## src/hw/rtl/mexp_pkg.sv

```systemverilog
// ----------------------------------------------------------------------------
// mexp_pkg: shared types of the modular exponentiation block
// Command and status bundles that join the controller and the datapath.
// ----------------------------------------------------------------------------
package mexp_pkg;

  typedef struct packed {
    logic load;
    logic step;
    logic reduce;
    logic update;
    logic apply;
    logic present;
  } mexp_cmd_t;

  typedef struct packed {
    logic m_zero;
  } mexp_status_t;

endpackage

```

## src/hw/rtl/mexp_in_if.sv

```systemverilog
// ----------------------------------------------------------------------------
// mexp_in_if: request channel
// Valid/ready channel that carries base, exponent and modulus.
// ----------------------------------------------------------------------------
interface mexp_in_if #(
  parameter int OPERAND_WIDTH = 32
);
  logic                     valid;
  logic                     ready;
  logic [OPERAND_WIDTH-1:0] base_value;
  logic [OPERAND_WIDTH-1:0] exponent_value;
  logic [OPERAND_WIDTH-1:0] modulus_value;

  modport source (output valid, base_value, exponent_value, modulus_value, input ready);
  modport sink   (input valid, base_value, exponent_value, modulus_value, output ready);
endinterface

```

## src/hw/rtl/mexp_out_if.sv

```systemverilog
// ----------------------------------------------------------------------------
// mexp_out_if: response channel
// Valid/ready channel that carries the power residue.
// ----------------------------------------------------------------------------
interface mexp_out_if #(
  parameter int OPERAND_WIDTH = 32
);
  logic                     valid;
  logic                     ready;
  logic [OPERAND_WIDTH-1:0] power_residue;

  modport source (output valid, power_residue, input ready);
  modport sink   (input valid, power_residue, output ready);
endinterface

```

## src/hw/rtl/mexp_datapath.sv

```systemverilog
// ----------------------------------------------------------------------------
// mexp_datapath: operand registers and bit-serial modular multipliers
// Two shift-and-add lanes share one multiplier operand and the modulus, so
// the square and the conditional multiply of one exponent bit run together.
// ----------------------------------------------------------------------------
module mexp_datapath #(
  parameter int OPERAND_WIDTH = 32
) (
  input  logic                     clk,
  input  mexp_pkg::mexp_cmd_t      cmd,
  output mexp_pkg::mexp_status_t   status,
  input  logic [OPERAND_WIDTH-1:0] base_value,
  input  logic [OPERAND_WIDTH-1:0] exponent_value,
  input  logic [OPERAND_WIDTH-1:0] modulus_value,
  output logic [OPERAND_WIDTH-1:0] power_residue
);

  localparam int W = OPERAND_WIDTH;
  localparam logic [W-1:0] ONE = {{(W-1){1'b0}}, 1'b1};

  logic [W-1:0] m;
  logic [W-1:0] y;
  logic [W-1:0] e;
  logic [W-1:0] sq;
  logic [W-1:0] acc;
  logic [W-1:0] tp;
  logic [W-1:0] ta;
  logic [W-1:0] res;
  logic         m_zero;

  logic [W-1:0] x_p;
  logic [W-1:0] tp_dbl;
  logic [W-1:0] ta_dbl;
  logic [W-1:0] tp_next;
  logic [W-1:0] ta_next;

  function automatic logic [W-1:0] add_mod(logic [W-1:0] a, logic [W-1:0] b,
                                           logic [W-1:0] mm);
    logic [W:0] s;
    s = {1'b0, a} + {1'b0, b};
    if (s >= {1'b0, mm}) begin
      s = s - {1'b0, mm};
    end
    return s[W-1:0];
  endfunction

  // While the base is reduced, the power lane multiplies the base by one.
  assign x_p     = cmd.reduce ? ONE : sq;
  assign tp_dbl  = add_mod(tp, tp, m);
  assign ta_dbl  = add_mod(ta, ta, m);
  assign tp_next = y[W-1] ? add_mod(tp_dbl, x_p, m) : tp_dbl;
  assign ta_next = y[W-1] ? add_mod(ta_dbl, acc, m) : ta_dbl;

  always_ff @(posedge clk) begin
    if (cmd.load) begin
      m      <= modulus_value;
      y      <= base_value;
      e      <= exponent_value;
      tp     <= '0;
      ta     <= '0;
      acc    <= (modulus_value == ONE) ? '0 : ONE;
      m_zero <= (modulus_value == '0);
    end else if (cmd.step) begin
      tp <= tp_next;
      ta <= ta_next;
      y  <= {y[W-2:0], 1'b0};
    end else if (cmd.update) begin
      sq <= tp;
      y  <= tp;
      tp <= '0;
      ta <= '0;
      if (cmd.apply) begin
        e <= {1'b0, e[W-1:1]};
        if (e[0]) begin
          acc <= ta;
        end
      end
    end
    if (cmd.present) begin
      res <= m_zero ? '0 : acc;
    end
  end

  assign status.m_zero = m_zero;
  assign power_residue = res;

endmodule

```

## src/hw/rtl/mexp_controller.sv

```systemverilog
// ----------------------------------------------------------------------------
// mexp_controller: sequencer of the modular exponentiation block
// Steps the base reduction and one square-and-multiply round per exponent
// bit, and owns the handshakes of both channels.
// ----------------------------------------------------------------------------
module mexp_controller #(
  parameter int OPERAND_WIDTH = 32
) (
  input  logic                   clk,
  input  logic                   rst,
  input  logic                   in_valid,
  output logic                   in_ready,
  output logic                   out_valid,
  input  logic                   out_ready,
  input  mexp_pkg::mexp_status_t status,
  output mexp_pkg::mexp_cmd_t    cmd
);

  localparam int CW = $clog2(OPERAND_WIDTH);
  localparam logic [CW-1:0] LAST = CW'(OPERAND_WIDTH - 1);

  typedef enum logic [5:0] {
    S_IDLE       = 6'b000001,
    S_REDUCE     = 6'b000010,
    S_REDUCE_UPD = 6'b000100,
    S_MULT       = 6'b001000,
    S_MULT_UPD   = 6'b010000,
    S_FINISH     = 6'b100000
  } state_t;

  state_t        state;
  state_t        state_next;
  logic [CW-1:0] bit_cnt;
  logic [CW-1:0] bit_cnt_next;
  logic [CW-1:0] round_cnt;
  logic [CW-1:0] round_cnt_next;
  logic          accept;

  assign in_ready = (state == S_IDLE);
  assign accept   = in_valid && in_ready;

  always_comb begin
    state_next     = state;
    bit_cnt_next   = bit_cnt;
    round_cnt_next = round_cnt;
    cmd            = '0;
    unique case (state)
      S_IDLE: begin
        if (accept) begin
          cmd.load       = 1'b1;
          bit_cnt_next   = '0;
          round_cnt_next = '0;
          state_next     = S_REDUCE;
        end
      end
      S_REDUCE: begin
        if (status.m_zero) begin
          state_next = S_FINISH;
        end else begin
          cmd.step     = 1'b1;
          cmd.reduce   = 1'b1;
          bit_cnt_next = bit_cnt + 1'b1;
          if (bit_cnt == LAST) begin
            bit_cnt_next = '0;
            state_next   = S_REDUCE_UPD;
          end
        end
      end
      S_REDUCE_UPD: begin
        cmd.update = 1'b1;
        state_next = S_MULT;
      end
      S_MULT: begin
        cmd.step     = 1'b1;
        bit_cnt_next = bit_cnt + 1'b1;
        if (bit_cnt == LAST) begin
          bit_cnt_next = '0;
          state_next   = S_MULT_UPD;
        end
      end
      S_MULT_UPD: begin
        cmd.update     = 1'b1;
        cmd.apply      = 1'b1;
        round_cnt_next = round_cnt + 1'b1;
        state_next     = (round_cnt == LAST) ? S_FINISH : S_MULT;
      end
      S_FINISH: begin
        if (!out_valid || out_ready) begin
          cmd.present = 1'b1;
          state_next  = S_IDLE;
        end
      end
      default: begin
        state_next = S_IDLE;
      end
    endcase
  end

  always_ff @(posedge clk) begin
    if (rst) begin
      state     <= S_IDLE;
      bit_cnt   <= '0;
      round_cnt <= '0;
      out_valid <= 1'b0;
    end else begin
      state     <= state_next;
      bit_cnt   <= bit_cnt_next;
      round_cnt <= round_cnt_next;
      if (cmd.present) begin
        out_valid <= 1'b1;
      end else if (out_ready) begin
        out_valid <= 1'b0;
      end
    end
  end

  a_present_free: assert property (@(posedge clk) disable iff (rst)
    cmd.present |-> (!out_valid || out_ready))
    else $error("result register overwritten while a beat is pending");

  a_accept_starts: assert property (@(posedge clk) disable iff (rst)
    accept |=> (state == S_REDUCE))
    else $error("accepted beat did not start the base reduction");

  a_last_round: assert property (@(posedge clk) disable iff (rst)
    (state == S_MULT_UPD && round_cnt == LAST) |=> (state == S_FINISH))
    else $error("exponent rounds did not end after the last bit");

endmodule

```

## src/hw/rtl/modular_exponentiation.sv

```systemverilog
// ----------------------------------------------------------------------------
// modular_exponentiation: base ^ exponent mod modulus
// Right-to-left square and multiply with exact bit-serial modular products.
// ----------------------------------------------------------------------------
// One beat is worked on at a time. After a request beat is accepted the base
// is reduced, then every exponent bit takes a round in which two shift-and-add
// lanes form the square and the conditional product in parallel, one
// multiplier bit per cycle. The result is registered once the response
// register is free, and the next request is taken in the following cycle,
// even while the previous result still waits on the response channel. A zero
// modulus skips the rounds and answers 0.
// ----------------------------------------------------------------------------
module modular_exponentiation #(
  parameter int OPERAND_WIDTH = 32
) (
  input logic    clk,
  input logic    rst,
  mexp_in_if.sink    req,
  mexp_out_if.source rsp
);

  mexp_pkg::mexp_cmd_t    cmd;
  mexp_pkg::mexp_status_t status;

  mexp_controller #(
    .OPERAND_WIDTH(OPERAND_WIDTH)
  ) u_ctrl (
    .clk      (clk),
    .rst      (rst),
    .in_valid (req.valid),
    .in_ready (req.ready),
    .out_valid(rsp.valid),
    .out_ready(rsp.ready),
    .status   (status),
    .cmd      (cmd)
  );

  mexp_datapath #(
    .OPERAND_WIDTH(OPERAND_WIDTH)
  ) u_dp (
    .clk           (clk),
    .cmd           (cmd),
    .status        (status),
    .base_value    (req.base_value),
    .exponent_value(req.exponent_value),
    .modulus_value (req.modulus_value),
    .power_residue (rsp.power_residue)
  );

endmodule
```

## src/flat_wrapper.sv

```systemverilog
// flat-port wrapper written by rule: the top's interface ports become plain ports
module modular_exponentiation_flat 
#(
  parameter int OPERAND_WIDTH = 32
)
  (clk, rst, req_valid, req_base_value, req_exponent_value, req_modulus_value, req_ready, rsp_valid, rsp_power_residue, rsp_ready);
  mexp_in_if #(.OPERAND_WIDTH(OPERAND_WIDTH)) req_i ();
  mexp_out_if #(.OPERAND_WIDTH(OPERAND_WIDTH)) rsp_i ();
  input logic clk;
  input logic rst;
  input wire logic [$bits(req_i.valid)-1:0] req_valid;
  input wire logic [$bits(req_i.base_value)-1:0] req_base_value;
  input wire logic [$bits(req_i.exponent_value)-1:0] req_exponent_value;
  input wire logic [$bits(req_i.modulus_value)-1:0] req_modulus_value;
  output wire logic [$bits(req_i.ready)-1:0] req_ready;
  output wire logic [$bits(rsp_i.valid)-1:0] rsp_valid;
  output wire logic [$bits(rsp_i.power_residue)-1:0] rsp_power_residue;
  input wire logic [$bits(rsp_i.ready)-1:0] rsp_ready;
  assign req_i.valid = req_valid;
  assign req_i.base_value = req_base_value;
  assign req_i.exponent_value = req_exponent_value;
  assign req_i.modulus_value = req_modulus_value;
  assign req_ready = req_i.ready;
  assign rsp_valid = rsp_i.valid;
  assign rsp_power_residue = rsp_i.power_residue;
  assign rsp_i.ready = rsp_ready;
  modular_exponentiation #(.OPERAND_WIDTH(OPERAND_WIDTH)) u_core (.clk(clk), .rst(rst), .req(req_i), .rsp(rsp_i));
endmodule
```

## config.mk

```make
export PLATFORM = sky130hd
export DESIGN_NAME = modular_exponentiation_flat
export DESIGN_NICKNAME = d
export VERILOG_FILES = /design/src/hw/rtl/mexp_pkg.sv /design/src/hw/rtl/mexp_in_if.sv /design/src/hw/rtl/mexp_out_if.sv /design/src/hw/rtl/mexp_datapath.sv /design/src/hw/rtl/mexp_controller.sv /design/src/hw/rtl/modular_exponentiation.sv /design/src/flat_wrapper.sv
export SDC_FILE = /design/constraint.sdc
export NUM_CORES = 1
export LEC_CHECK = 0
export BUFFER_PORTS_ARGS = -buffer_cell sky130_fd_sc_hd__buf_4
export CELL_PAD_IN_SITES_DETAIL_PLACEMENT = 1
export CELL_PAD_IN_SITES_GLOBAL_PLACEMENT = 2
export CORE_ASPECT_RATIO = 1.25
export CORE_MARGIN = 5
export CORE_UTILIZATION = 39
export DETAILED_ROUTE_END_ITERATION = 7
export PLACE_DENSITY = 0.89
export SLEW_MARGIN = 20
export SYNTH_ARGS = -nofsm -noshare
export SYNTH_HDL_FRONTEND = slang
export SYNTH_SLANG_ARGS = --single-unit
```

## constraint.sdc

```tcl
create_clock -name clk -period 8.3 [get_ports clk]
set_clock_uncertainty 0.15 [all_clocks]
set_input_delay 1.245 -clock clk [delete_from_list [all_inputs] [get_ports clk]]
set_output_delay 1.245 -clock clk [all_outputs]
set_load 0.05 [all_outputs]
```

Word level (Yosys, flattened, before mapping)
Cells that the tools add are included.
- bits in read-only memories: 0
- output and inout bits: 34
- bits in writable memories: 0
- bits in latches: 0
- input port bits: 100
- register bits after elaboration: 274
- word-level logic and storage cells: 109
- memories kept: 0
- shifts and indexed selects: 0
- add/sub/neg operators: 10
- order comparisons: 4
- eq/ne operators: 15
- reductions and logical operators: 19
- divide/modulo/power cells: 0
- muxes and demuxes: 46
- bitwise gates (word level): 2
- multipliers: 0
- operators with widths (cell ; count):
    32-bit 2-to-1 mux ; 22
    32-bit by 32-bit adder with 33-bit output ; 4
    33-bit by 32-bit greater-or-equal comparator with 1-bit output ; 4
    32-bit subtractor ; 4
    6-bit 2-to-1 mux ; 6
    6-bit case mux with 6 select lines ; 1
    32-bit by 1-bit equality test with 1-bit output (second input constant) ; 1
    32-bit zero test ; 1
    5-bit 2-to-1 mux ; 3
    5-bit case mux with 3 select lines ; 1
    2-bit nonzero test ; 6
    5-bit by 1-bit adder with 5-bit output (second input constant) ; 2
    5-bit equality test (second input constant) ; 2
    1-bit 2-to-1 mux ; 10
    5-bit case mux with 2 select lines ; 1
    3-bit AND reduction ; 3
    4-bit AND reduction ; 2
    6-bit by 1-bit equality test with 1-bit output (second input constant) ; 1
    6-bit by 2-bit equality test with 1-bit output (second input constant) ; 1
    6-bit by 3-bit equality test with 1-bit output (second input constant) ; 1
    6-bit by 4-bit equality test with 1-bit output (second input constant) ; 1
    6-bit by 5-bit equality test with 1-bit output (second input constant) ; 1
    6-bit equality test (second input constant) ; 1
    2-bit != test (second input constant) ; 3
    11 further kinds ; 14

Depth between registers and ports, before layout
- depth in word-level cells: 8
- depth in mapped cells: 35
- depth with buffers taken out: 31

Cells and area by module
From an unflattened synthesis, not the netlist that was laid out.
- cell total of the unflattened synthesis: 2392
- area total of the unflattened synthesis: 22093.7 um^2
- by module, submodules not included (module ; times used ; seq. area each (um^2) ; area each (um^2) ; cells an instance):
    mexp_datapath ; 1 ; 7076.8 ; 21120.3 ; 2281
    mexp_controller ; 1 ; 340.3 ; 973.4 ; 111

Least setup slack after synthesis
Ideal clock, no wire load.
- path type: register to register
- start point: register u_core.u_dp.m[1]
- end point: register u_core.u_dp.tp[26]
- data required time: 8.028 ns
- path slack: 0.691 ns
- cell stages (with the launch flop): 31
- period minus slack after synthesis: 7.609 ns
- arrival time: 7.337 ns
- path buffers: 1
- library setup time: 0.122 ns
- cell sequence: edfxtp_1 inv_1 ha_1 nor2b_1 o21bai_2 nand2_1 a311o_1 a31o_1 a311o_1 a2bb2oi_1 clkbuf_1 and2_1 ha_1 fa_1 a21o_1 a221oi_1 o21ai_1 a31o_2 a221o_1 a21oi_1 xnor2_1 ha_1 and3_1 and3_1 o41ai_1 a31oi_1 o41a_1 a311o_1 xor2_1 a22o_1 a221o_1
- longest elaborated chain between the ends: 7
- elaborated cells between the ends (all ways): 9
- classes of those cells: add/sub (3); order compare (2); mux (4)
- RTL lines (item ; line ; text):
    from (decl) ; mexp_datapath.sv:21 ; logic [W-1:0] m;
    from (signal assigned) ; mexp_datapath.sv:56 ; m <= modulus_value;
    32-bit subtractor / 33-bit by 32-bit greater-or-equal comparator with 1-bit output (equally long branches) ; mexp_datapath.sv:42, mexp_datapath.sv:41 ;
    32-bit 2-to-1 mux ; mexp_datapath.sv:41 ; if (s >= {1'b0, mm}) begin
    32-bit by 32-bit adder with 33-bit output ; mexp_datapath.sv:40 ; s = {1'b0, a} + {1'b0, b};
    32-bit subtractor / 33-bit by 32-bit greater-or-equal comparator with 1-bit output (equally long branches) ; mexp_datapath.sv:42, mexp_datapath.sv:41 ;
    32-bit 2-to-1 mux ; mexp_datapath.sv:41 ;
    32-bit 2-to-1 mux (*) ; mexp_datapath.sv:51 ; assign tp_next = y[W-1] ? add_mod(tp_dbl, x_p, m) : tp_dbl;
    32-bit 2-to-1 mux (*) ; mexp_datapath.sv:63 ; end else if (cmd.step) begin
    to (signal assigned) ; mexp_datapath.sv:64 ; tp <= tp_next;
    to (decl) ; mexp_datapath.sv:26 ; logic [W-1:0] tp;
Mark *: on every way between the ends. The rest lies on a longest branch, timed or not.
A chain may end at the register's enable or synchronous reset.

Worst setup path after layout
Same ends and word-level chain as after synthesis.

==> flow_summary.ini <==
[outcome]
status = finished with violations
violations = DRC

[power]
p_comb_share_pct = 58.9
sequentialPowerShare_pct = 21.3
p_per_area_mw_per_mm2 = 314
p_int_w = 0.00474
p_sw_w = 0.00370
pwr-share-clk_pct = 19.8
p_leak_nw = 11.9
ir_drop_mv = 0.165
sw_frac_of_total_pct = 43.8

[yosys]
synth_top_cell_by_area = edfxtp_1
synthMuxAreaShare_pct = 2.90
ys_seq_elements = 274
synth_area_mm2 = 0.0213
synth_compound_area_share_pct = 22.6
synth_fa_ha_area_share_pct = 12.1
avgSynthCellArea_um2 = 8.90
synth_fp_nets = 2697
synthSimpleGateAreaFrac_pct = 17.7
ys_types = 85
synthFlopType = edfxtp_1
synthCells = 2395
synthTopCellsByArea = edfxtp_1 27%, ha_1 12%, dfxtp_1 7.6%
yosysWarnings = 0
async_reset_ff_share_pct = 0
synth_top_family_by_area = compound AO/OA/AOI/OAI gates
yosysSeqAreaShare_pct = 34.8
synth_edf_count = 193
synth-xor-area-share_pct = 6.78
synth.top_cell.area_share_pct = 27.2

[timing]
tightest_slew_ns = 0.823
report.final.slew_viol_count = 0
finalSetupViolCount = 0
min_period_ns = 8.09
max_freq_mhz = 124
hold_viol_final = 0
slew_headroom_pct = 45.1
rsz0062_at_grt = true
period_share_pct = 97.5

[worst_setup_path]
crit_arrival_ns = 8.39
cp_slowest_cell = edfxtp_1
path_max_fanout = 5
startpoint = u_core.u_dp.m[1]$_DFFE_PP_
startpoint_type = register
worstSetupPathType = reg2reg
max_stage_delay_ns = 0.42
reg2reg_slack_ns = 0.21
reg2reg_depth = 35
r2r_start = u_core.u_dp.m[1]$_DFFE_PP_
rr_endpoint = u_core.u_dp.tp[26]$_SDFFE_PP0P_
crit_path_frequent_cell = o211ai_1
required_ns = 8.60
cp-end-kind = register

[cts]
cts-buffers-inserted = 34
cts_tree = done
root_buffer = clkbuf_16
cts_buffer_depth = 3
clock_latency_ns = 0.56
clkTransAtPathRegs_ns = 0.06
clock_sinks = 274
h-tree-depth = 2

[final_layout]
fin_util_pct = 49.8
drive_gt1_share_pct = 21.1
nets = 3063
syn_to_final_growth_pct = 26.1
diodes = 0
fin_cells = 3514
nFillCells = 6286

[global_route]
grt_pass1_wl_um = 130000
first_global_vias = 22034
grt_max_degree = 68
grtUsageTotal_pct = 27.8
antenna_found_initial = 2
grt_overflow_total = 0

[routing]
drt_iter0_markers = 1344
first_pass_iters = 8
avgViaCountPerCell = 5.90
drcViolationCount = 9
wl_per_cell_um = 24.5
routed_wl_um = 86000
postRouteAntennaNets = 0
routed-via-count = 20749

[job]
maxCapViolCount = 0

[hold_path]
hold_path_class = reg2reg
whs_endpoint = u_core.u_ctrl.bit_cnt[4]$_SDFFE_PP0P_
worstHoldPathCells = 2
hp-start = u_core.u_ctrl.bit_cnt[4]$_SDFFE_PP0P_

[floorplan]
die_h_um = 271
die_x_um = 219
core-area_mm2 = 0.0540
die_area_mm2 = 0.0595
rows = 95
start_util_pct = 39.5
io_pins = 134

[placement]
io_buffer_count = 133
dpl.hpwl_um = 65900
placed_cells = 3424
gp_congestion = 0.974
-- synth_stat cells, types with 6 or more instances --
library cell	instances
o31ai_1	17
a22oi_1	59
or2_2	7
mux2_1	29
edfxtp_1	193
ha_1	196
a21o_1	89
o21bai_1	27
or3_1	11
mux2_2	14
a222oi_1	14
nand2_1	304
dfxtp_1	81
nor4_1	18
o21a_1	20
buf_2	11
nand2b_1	14
a31oi_1	28
xnor2_1	92
a211oi_1	26
inv_1	83
o21ai_1	51
nor3_1	36
xor2_1	73
nand3b_1	9
a21oi_1	200
nor2_1	120
mux2i_1	12
a221o_1	11
clkbuf_1	78
nand3_1	64
o2111ai_1	8
nor2b_1	84
and2_1	50
fa_1	6
nand4_1	28
o211ai_1	20
and3_1	24
a221oi_1	9
o21ai_0	94
-- placed cells by master (no fill, tap or decap), types with 15 or more instances in the layout --
cell type and instances:
buf_4 405, nand2_1 301, edfxtp_1 193, a21oi_1 191, ha_1 184, nor2_1 117, o21ai_0 91, xnor2_1 91
a21o_1 89, nor2b_1 83, dfxtp_1 80, inv_1 76, xor2_1 70, nand3_1 62, a22oi_1 59, and2_1 50
o21ai_1 50, clkbuf_16 36, nor3_1 31, nand4_1 28, mux2_1 28, o21bai_1 27, a31oi_1 24, and3_1 23
o21a_1 20, o211ai_1 20, a211oi_1 19, nor4_1 15, mux2_2 15
-- per-stage QoR --
step / TNS [ns] / hold WS (ns) / instance area, um^2 / setup slack [ns] / power [W]
finish: 0 / 0.316 / 26900 / 0.205 / 0.00844
global route: -0.447 / 0.338 / 26900 / -0.0760 / 0.00890
CTS: -0.00524 / 0.317 / 26200 / -0.00524 / 0.00826
detailed placement: -4.37 / 0.308 / 24900 / -0.242 / 0.00651
global placement: -0.429 / 0.294 / 24900 / -0.155 / 0.00636
floorplan: 0 / 0.286 / 21300 / 0.691 / 0.00465
-- critical path: cells and delay by family, from the launching register on --
kind,cells,cell delay [ns]
AO/OA/AOI/OAI,21,4.65
XOR/XNOR,1,0.21
adder cells (fa/ha/maj),3,0.82
buffers and inverters,6,0.92
flip-flops,1,0.42
multiplexers,1,0.35
AND/OR/NAND/NOR,3,0.43
-- state kept, by name (all words and copies together) (netlist names), 6 cells and up --
signal,flops
u_core.u_dp.sq,32
u_core.u_dp.power_residue,32
u_core.u_dp.tp,32
u_core.u_dp.acc,32
u_core.u_dp.m,32
u_core.u_dp.y,32
u_core.u_ctrl.state,6
u_core.u_dp.e,32
u_core.u_dp.ta,32
-- cells by family (layout without fill, tap and decap cells) --
logic type,Yosys count,after routing
AND/OR/NAND/NOR,786,786
buffers and inverters,176,567
AO/OA/AOI/OAI,736,737
XOR/XNOR,165,165
flip-flops,274,274
adder cells (fa/ha/maj),202,202
multiplexers,56,56
-- area by class of cell --
type	instances	area [um^2]	area share (%)
Tap cell	727	910	3.38
Inverter	85	329	1.22
Timing Repair Buffer	420	3290	12.2
Multi-Input combinational cell	1946	13700	51.0
Sequential cell	274	7420	27.6
Clock inverter	15	244	0.908
Clock buffer	47	972	3.62
-- power groups by stage --
stage	Clock, W	Combinational (W)	Sequential, W
2_1_floorplan	0	0.00285	0.00180
3_3_place_gp	0	0.00454	0.00182
3_5_place_dp	0	0.00468	0.00182
4_1_cts	0.00170	0.00476	0.00180
5_1_grt	0.00175	0.00534	0.00181
6_report	0.00167	0.00497	0.00180
-- routing by layer --
layer  track usage [%]  vias up  routed length, um
met1              34.2    10350              35800
met3              4.08      180               3930
met5                 0        -                  0
met2              48.2      583              42300
li1                  -     9636                  -
met4              12.4        0               3980
-- how the worst max path moves through the flow --
stage | end | slack [ns] | cells past startpoint
6_report | u_core.u_dp.tp[26]$_SDFFE_PP0P_ | 0.21 | 35
5_1_grt | u_core.u_dp.tp[26]$_SDFFE_PP0P_ | -0.08 | 35
4_1_cts | u_core.u_dp.tp[10]$_SDFFE_PP0P_ | -0.005 | 35
3_5_place_dp | u_core.u_dp.tp[13]$_SDFFE_PP0P_ | -0.24 | 34
3_3_place_gp | u_core.u_dp.tp[13]$_SDFFE_PP0P_ | -0.15 | 34
2_1_floorplan | u_core.u_dp.tp[26]$_SDFFE_PP0P_ | 0.69 | 30
-- repair_timing --
item                       in CTS  in global routing
hold buffers                    0                  0
pin swaps                       1                 26
setup buffers                   2                 23
resized for setup              13                 79
setup endpoints to repair      52                 64
gates cloned                    0                  2
(Power assumes the default switching activity.)
